<file path="src/rtl/rrdb_pkg.sv">
// shared types and constants of the ray raster depth buffer
package rrdb_pkg;

    localparam logic [1:0] CMD_DRAW  = 2'd0;
    localparam logic [1:0] CMD_CLEAR = 2'd1;
    localparam logic [1:0] CMD_READ  = 2'd2;
    localparam logic [1:0] CMD_NONE  = 2'd3;

    localparam logic signed [15:0] DEPTH_MAX = 16'sh7fff;
    localparam logic signed [15:0] DEPTH_MIN = -16'sh8000;

    typedef enum logic [1:0] {
        OP_DRAW,
        OP_CLEAR,
        OP_READ
    } op_t;

    typedef struct packed {
        op_t                op;
        logic signed [11:0] sx;
        logic signed [11:0] sy;
        logic signed [15:0] sz;
        logic signed [11:0] tx;
        logic signed [11:0] ty;
        logic signed [15:0] tz;
        logic [23:0]        color;
    } item_t;

    typedef struct packed {
        logic  valid;
        item_t item;
    } head_t;

    typedef enum logic [1:0] {
        MODE_X,
        MODE_Y,
        MODE_Z
    } walk_mode_t;

    typedef enum logic [2:0] {
        ST_IDLE,
        ST_WALK,
        ST_RMW_RD,
        ST_RMW_WR,
        ST_CLEAR,
        ST_READ_RD,
        ST_READ_OUT
    } back_state_t;

endpackage

</file>
<file path="src/rtl/rrdb_front.sv">
// front end: accepts commands, drops no-op ones, and queues the rest
module rrdb_front (
    input  logic                aclk,
    input  logic                aresetn,
    input  logic                s_valid,
    output logic                s_ready,
    input  logic [1:0]          s_cmd,
    input  logic signed [11:0]  s_start_x,
    input  logic signed [11:0]  s_start_y,
    input  logic signed [15:0]  s_start_z,
    input  logic signed [11:0]  s_toward_x,
    input  logic signed [11:0]  s_toward_y,
    input  logic signed [15:0]  s_toward_z,
    input  logic [23:0]         s_pixel_color,
    output rrdb_pkg::head_t     head,
    input  logic                pop
);

    rrdb_pkg::item_t q_mem_reg [2];
    logic       wr_ptr_reg, wr_ptr_next;
    logic       rd_ptr_reg, rd_ptr_next;
    logic [1:0] count_reg, count_next;

    rrdb_pkg::item_t  item_in;
    logic             keep;
    logic             push;
    logic signed [12:0] dx, dy;

    assign s_ready = (count_reg != 2'd2);

    always_comb begin
        dx = $signed({s_toward_x[11], s_toward_x}) - $signed({s_start_x[11], s_start_x});
        dy = $signed({s_toward_y[11], s_toward_y}) - $signed({s_start_y[11], s_start_y});
        item_in.sx    = s_start_x;
        item_in.sy    = s_start_y;
        item_in.sz    = s_start_z;
        item_in.tx    = s_toward_x;
        item_in.ty    = s_toward_y;
        item_in.tz    = s_toward_z;
        item_in.color = s_pixel_color;
        case (s_cmd)
            rrdb_pkg::CMD_DRAW: begin
                item_in.op = rrdb_pkg::OP_DRAW;
                // a ray with no x or y movement draws nothing
                keep = (dx != 13'sd0) || (dy != 13'sd0);
            end
            rrdb_pkg::CMD_CLEAR: begin
                item_in.op = rrdb_pkg::OP_CLEAR;
                keep = 1'b1;
            end
            rrdb_pkg::CMD_READ: begin
                item_in.op = rrdb_pkg::OP_READ;
                keep = 1'b1;
            end
            default: begin
                item_in.op = rrdb_pkg::OP_READ;
                keep = 1'b0;
            end
        endcase
    end

    assign push = s_valid && s_ready && keep;

    always_comb begin
        wr_ptr_next = push ? ~wr_ptr_reg : wr_ptr_reg;
        rd_ptr_next = pop ? ~rd_ptr_reg : rd_ptr_reg;
        count_next  = count_reg + {1'b0, push} - {1'b0, pop};
    end

    always_ff @(posedge aclk) begin
        if (!aresetn) begin
            wr_ptr_reg <= 1'b0;
            rd_ptr_reg <= 1'b0;
            count_reg  <= 2'd0;
        end else begin
            wr_ptr_reg <= wr_ptr_next;
            rd_ptr_reg <= rd_ptr_next;
            count_reg  <= count_next;
        end
    end

    always_ff @(posedge aclk) begin
        if (push) begin
            q_mem_reg[wr_ptr_reg] <= item_in;
        end
    end

    assign head.valid = (count_reg != 2'd0);
    assign head.item  = q_mem_reg[rd_ptr_reg];

endmodule

</file>
<file path="config.mk">
export PLATFORM = sky130hd
export DESIGN_NAME = rrdb_front
export DESIGN_NICKNAME = d
export VERILOG_FILES = /design/src/rtl/rrdb_pkg.sv /design/src/rtl/rrdb_front.sv
export SDC_FILE = /design/constraint.sdc
export NUM_CORES = 1
export LEC_CHECK = 0
export BUFFER_PORTS_ARGS = -buffer_cell sky130_fd_sc_hd__clkbuf_2
export CAP_MARGIN = 10
export CORE_MARGIN = 2
export CORE_UTILIZATION = 48
export CTS_CLUSTER_DIAMETER = 120
export DETAILED_ROUTE_END_ITERATION = 7
export PLACE_DENSITY = 0.74
export SLEW_MARGIN = 30
export SYNTH_ARGS = -nofsm -noshare
export SYNTH_HDL_FRONTEND = slang
export SYNTH_SLANG_ARGS = --single-unit
</file>
<file path="constraint.sdc">
create_clock -name aclk -period 10.5 [get_ports aclk]
set_input_delay 3.15 -clock aclk [delete_from_list [all_inputs] [get_ports aclk]]
set_output_delay 3.15 -clock aclk [all_outputs]
set_load 0.02 [all_outputs]
</file>
# Word level (Yosys, flattened, before mapping)
# Memories as Yosys holds them, arrays and structs flattened. A register that Yosys moved wholly into a read port is not among the register bits.
# Cells that the tools add are included.
# classes
reduce_logical	8
mul	0
div	0
eq_ne	3
shift	0
n_addsub	4
n_lt_le_gt_ge	0
bitwise_logic	2
mux	6
# op_table
cell	n
nonzero test 13 bit	2
subtractor 12 x 12 -> 13 bit	2
two-way mux 1 bit	4
one-hot mux 2 bit (2 select lines)	1
adder 2 x 1 -> 2 bit	1
== test 2 x 1 -> 1 bit, second input constant	1
== test 2 bit, second input constant	1
logical AND 1 bit	2
logical NOT 2 bit	1
inequality test 2 bit, second input constant	1
inverter 1 bit	2
one-hot mux 1 bit (2 select lines)	1
nonzero test 2 bit	1
OR reduction 2 bit	1
subtractor 2 x 1 -> 2 bit	1
logical OR 1 bit	1
# totals
mem_count	1
reg_bits	4
latch_bits	0
mem_bits_rw	212
romBits	0
out_inout_bits	108
wordCells	27
in_bits	110
# mem_list
memory	depth	width	read_ports	rd_ports_with_merged_regs	write_ports	line	text
q_mem_reg	2	106	1	1	1	rrdb_front.sv:19	rrdb_pkg::item_t q_mem_reg [2];

# Depth between registers and ports, before layout
# depth
depth_word	7
depth_mapped	16

# Worst setup path before layout
# Ideal clock, no wire load.
# synth_path
path_type	in2reg
startpoint	in s_start_y[1]
endpoint	mem q_mem_reg[0][0] (netlist bit) (enable)
stages	11
path_buffers	0
t_arrival_ns	9.370
setup_slack_ns	0.559
cell_sequence	inv_1 > ha_1 > nor2b_4 > o31a_1 > a31oi_1 > o221ai_1 > a21o_1 > a21oi_1 > a2111oi_2 > a21o_2 > nor2_1
# synth_between
elab_chain_cells	7
# synth_rtl
item	line	text
start, declared	rrdb_front.sv:9	input logic signed [11:0] s_start_y,
subtractor 12 x 12 -> 13 bit	rrdb_front.sv:33	dy = $signed({s_toward_y[11], s_toward_y}) - $signed({s_start_y[11], s_start_y});
nonzero test 13 bit	rrdb_front.sv:45	keep = (dx != 13'sd0) || (dy != 13'sd0);
logical OR 1 bit	rrdb_front.sv:45	
one-hot mux 1 bit (2 select lines)	rrdb_front.sv:41	case (s_cmd)
logical AND 1 bit	rrdb_front.sv:62	assign push = s_valid && s_ready && keep;
two-way mux 1 bit	rrdb_front.sv:83	if (push) begin
two-way mux 1 bit (implied by the code)	rrdb_front.sv:84	q_mem_reg[wr_ptr_reg] <= item_in;
end, declared	rrdb_front.sv:19	
# Every way passes these cells.

# Final worst setup path
# layout_path
startpoint	in s_start_y[3]
endpoint	reg count_reg[1]
# layout_between
elab_chain_cells	7
# layout_rtl
item	line	text
subtractor 12 x 12 -> 13 bit	rrdb_front.sv:33	
nonzero test 13 bit	rrdb_front.sv:45	
logical OR 1 bit	rrdb_front.sv:45	
one-hot mux 1 bit (2 select lines)	rrdb_front.sv:41	
logical AND 1 bit	rrdb_front.sv:62	
adder 2 x 1 -> 2 bit	rrdb_front.sv:67	count_next = count_reg + {1'b0, push} - {1'b0, pop};
subtractor 2 x 1 -> 2 bit	rrdb_front.sv:67	
end signal, assigned	rrdb_front.sv:78	count_reg <= count_next;
end, declared	rrdb_front.sv:22	logic [1:0] count_reg, count_next;
# Every way passes these cells.
# A chain may end at the register's enable or synchronous reset.

==> qor.yml <==
hpwl_um: 12800
ctsHoldBuffers: 0
r2r-start: "count_reg[0]$_SDFF_PN0_"
fin_tns_setup_ns: 0
setup_violations: 0
p_sw_mw: 0.525
worst_setup_path_end_kind: "flop"
dr.first_iter.drc_count: 273
largest_reg_flops: 212
grtUsageTotal: 0.184
leakage_nw: 4.31
cts_setup_buffers: 0
syn_to_final_growth_pct: 23.7
rows: 49
grt_pass1_vias: 5650
critPathTopFamily: "compound AO/OA/AOI/OAI gates"
finalNetCount: 886
post-synth-top-area-cell: "edfxtp_1"
critPathCapture: "count_reg[1]$_SDFF_PN0_"
drive_gt1_frac: 0.484
status: "completed"
grt-ovfl-total: 0
startpoint_type: "primary input"
ant_nets: 0
grt_start_max_net_pins: 84
r2r_cells: 5
synth_ff_type: "edfxtp_1"
cts-resized-gates: 0
p_comb_frac: 0.154
grt_first_pass_wirelength_um: 28700
crit_path_top_delay_cell: "or4_1"
rsz0062_at_grt: "false"
cts_buffers: 23
r2r_slack_ns: 8.39
start_util: 0.494
slew_viol_final: 0
hold_viol_final: 0
maxCapViolCount: 0
routabilityCongestion: 0.843
period_share: 0.605
crit_buf_inv: 3
wl_per_cell_um: 18.5
required_ns: 10.90
timing.fmax_mhz: 157
critPathMaxFanout: 5
worst_clock_skew_ns: 0.0131
avgSynthCellArea_um2: 17.5
yosysMostFrequentCell: "edfxtp_1"
sw_frac_of_total: 0.246
peakVddDrop_uv: 135
ys_seq_elements: 217
synth.yosys.seq_area_share: 0.722
clkPwrFrac: 0.363
p_total_mw: 2.14
slowest_delay_ns: 0.42
ioPinCount: 218
pwr-share-seq: 0.483
postRouteWirelength_um: 18300
dr.pass1.iters: 4
critPathKind: "in -> reg"
synth_top_area_share: 0.711
cp.depth: 17
path_cells: "clkbuf_2, inv_1, ha_1, xor2_1, or4_1, a2111oi_2, o2111ai_1, a2111oi_2, nand4bb_1, a2111oi_2, a21o_2, ha_1, inv_1, ha_1, xnor2_1, xnor2_1, and2_1"
power_density_nw_per_um2: 193
hold_class: "reg -> reg"
port_buffers: 217
synth_area_leaders: "edfxtp_1 (71%), mux2_2 (13%), ha_1 (4.2%), inv_1 (1.3%), dfxtp_1 (1.1%)"
num-fill-cells: 1372
tightest_slew_ns: 0.885
worstPathArrival_ns: 6.75
final.min_clock_period_ns: 6.35
htreeDepth: 1
clock-sinks: 217
dieArea_um2: 19800
netlist_area_um2: 8960
vias: 5207
cts.clk_slew.worst_paths_ns: 0.06
synth_cells: 511
synth_common_cells: "edfxtp_1 (212), mux2_2 (106), inv_1 (31)"
yosysWarnings: 0
cts_root_buffer: "clkbuf_16"
slew_headroom: 0.410
synth_edf_count: 212
rr_endpoint: "q_mem_reg[0][27]$_DFFE_PP_"
cts_tree: "done"
ys_types: 45
drc: 0
viasPerCell: 5.24
internal_power_mw: 1.61
async_flop_share: 0
die_h_um: 141
antenna_found_initial: 2
core_um2: 18100
ctsLongestPathBuffers: 3
fp.dieW_um: 141
timing.critical_path.from: "s_start_y[3]"
clk_latency_ns: 0.50
syn-num-nets: 651
## cell usage in the layout, fill, tap and decap left out, types with 2 or more instances in the layout
cell / instances
o21ai_0: 3
o21a_1: 2
nor2_4: 2
o211ai_1: 3
nor2b_1: 2
and2_1: 6
o2111ai_1: 5
xnor2_1: 4
or2_2: 2
edfxtp_1: 212
bufinv_16: 2
ha_1: 30
nor3_1: 2
clkinv_2: 2
a31oi_1: 4
a2111oi_2: 3
mux2_2: 106
nand2_1: 8
xor2_1: 5
nand2b_1: 5
buf_4: 4
o221ai_1: 2
dfxtp_1: 4
inv_1: 31
o21ai_1: 4
clkbuf_2: 217
clkbuf_1: 8
nor4_1: 2
nor2_1: 8
nand3_1: 7
a21oi_1: 11
mux2i_1: 2
clkinv_1: 3
a21o_1: 6
clkbuf_8: 2
nand4_1: 2
clkbuf_16: 23
## power by group through the flow
stage	clock (mW)	combinational [mW]	sequential [mW]
CTS	0.797	0.333	1.03
global route	0.826	0.356	1.04
detailed placement	0	0.331	1.05
floorplan	0	0.217	1.05
finish	0.776	0.329	1.03
global placement	0	0.324	1.05
## worst min path at each step
stage / startpoint / cells after the start / slack [ns] / end
floorplan: wr_ptr_reg$_SDFFE_PN0P_ / 2 / 0.45 / wr_ptr_reg$_SDFFE_PN0P_
global placement: wr_ptr_reg$_SDFFE_PN0P_ / 2 / 0.49 / wr_ptr_reg$_SDFFE_PN0P_
detailed placement: wr_ptr_reg$_SDFFE_PN0P_ / 2 / 0.52 / wr_ptr_reg$_SDFFE_PN0P_
CTS: wr_ptr_reg$_SDFFE_PN0P_ / 2 / 0.53 / wr_ptr_reg$_SDFFE_PN0P_
global route: wr_ptr_reg$_SDFFE_PN0P_ / 2 / 0.58 / wr_ptr_reg$_SDFFE_PN0P_
finish: wr_ptr_reg$_SDFFE_PN0P_ / 2 / 0.53 / wr_ptr_reg$_SDFFE_PN0P_
## worst min-delay path, cell delays in order (launching register included)
cell	delay, ns
dfxtp_1	0.34
nand2_1	0.07
mux2i_1	0.06
## layer usage
metal	part of all wire	vias up	wire length, um	global-route usage
li1	-	2464	-	-
met1	0.41	2518	7500	0.233
met2	0.49	194	9000	0.317
met3	0.080	31	1470	0.0516
met4	0.020	0	369	0.0447
met5	0	-	0	0
## area by class of cell
type | instances | area [um^2] | area share
Sequential cell | 217 | 6470 | 0.584
Multi-Input combinational cell | 251 | 2350 | 0.212
Timing Repair Buffer | 222 | 1130 | 0.102
Clock buffer | 33 | 633 | 0.0571
Tap cell | 229 | 287 | 0.0259
Inverter | 31 | 116 | 0.0105
Clock inverter | 9 | 97.6 | 0.00881
Antenna cell | 1 | 2.50 | 0.000226
## metrics by stage
step                worst slack, ns  hold WS [ns]   util  instances  instance area [um^2]
global route                   3.85         0.578  0.610        992                 11100
CTS                            4.16         0.530  0.610        992                 11100
finish                         4.15         0.528  0.611        993                 11100
global placement               3.80         0.494  0.570        950                 10300
floorplan                     0.559         0.451      -        511                  8960
detailed placement             3.63         0.517  0.570        950                 10300
## logic make-up after synthesis
logic type               count (synthesis)  share of synthesized area
XOR/XNOR                                 9                    0.00880
multiplexers                           108                      0.135
buffers and inverters                   43                     0.0180
AND/OR/NAND/NOR                         54                     0.0335
AO/OA/AOI/OAI                           50                     0.0406
flip-flops                             217                      0.722
adder cells (fa/ha/maj)                 30                     0.0419
(Power assumes the default switching activity.)
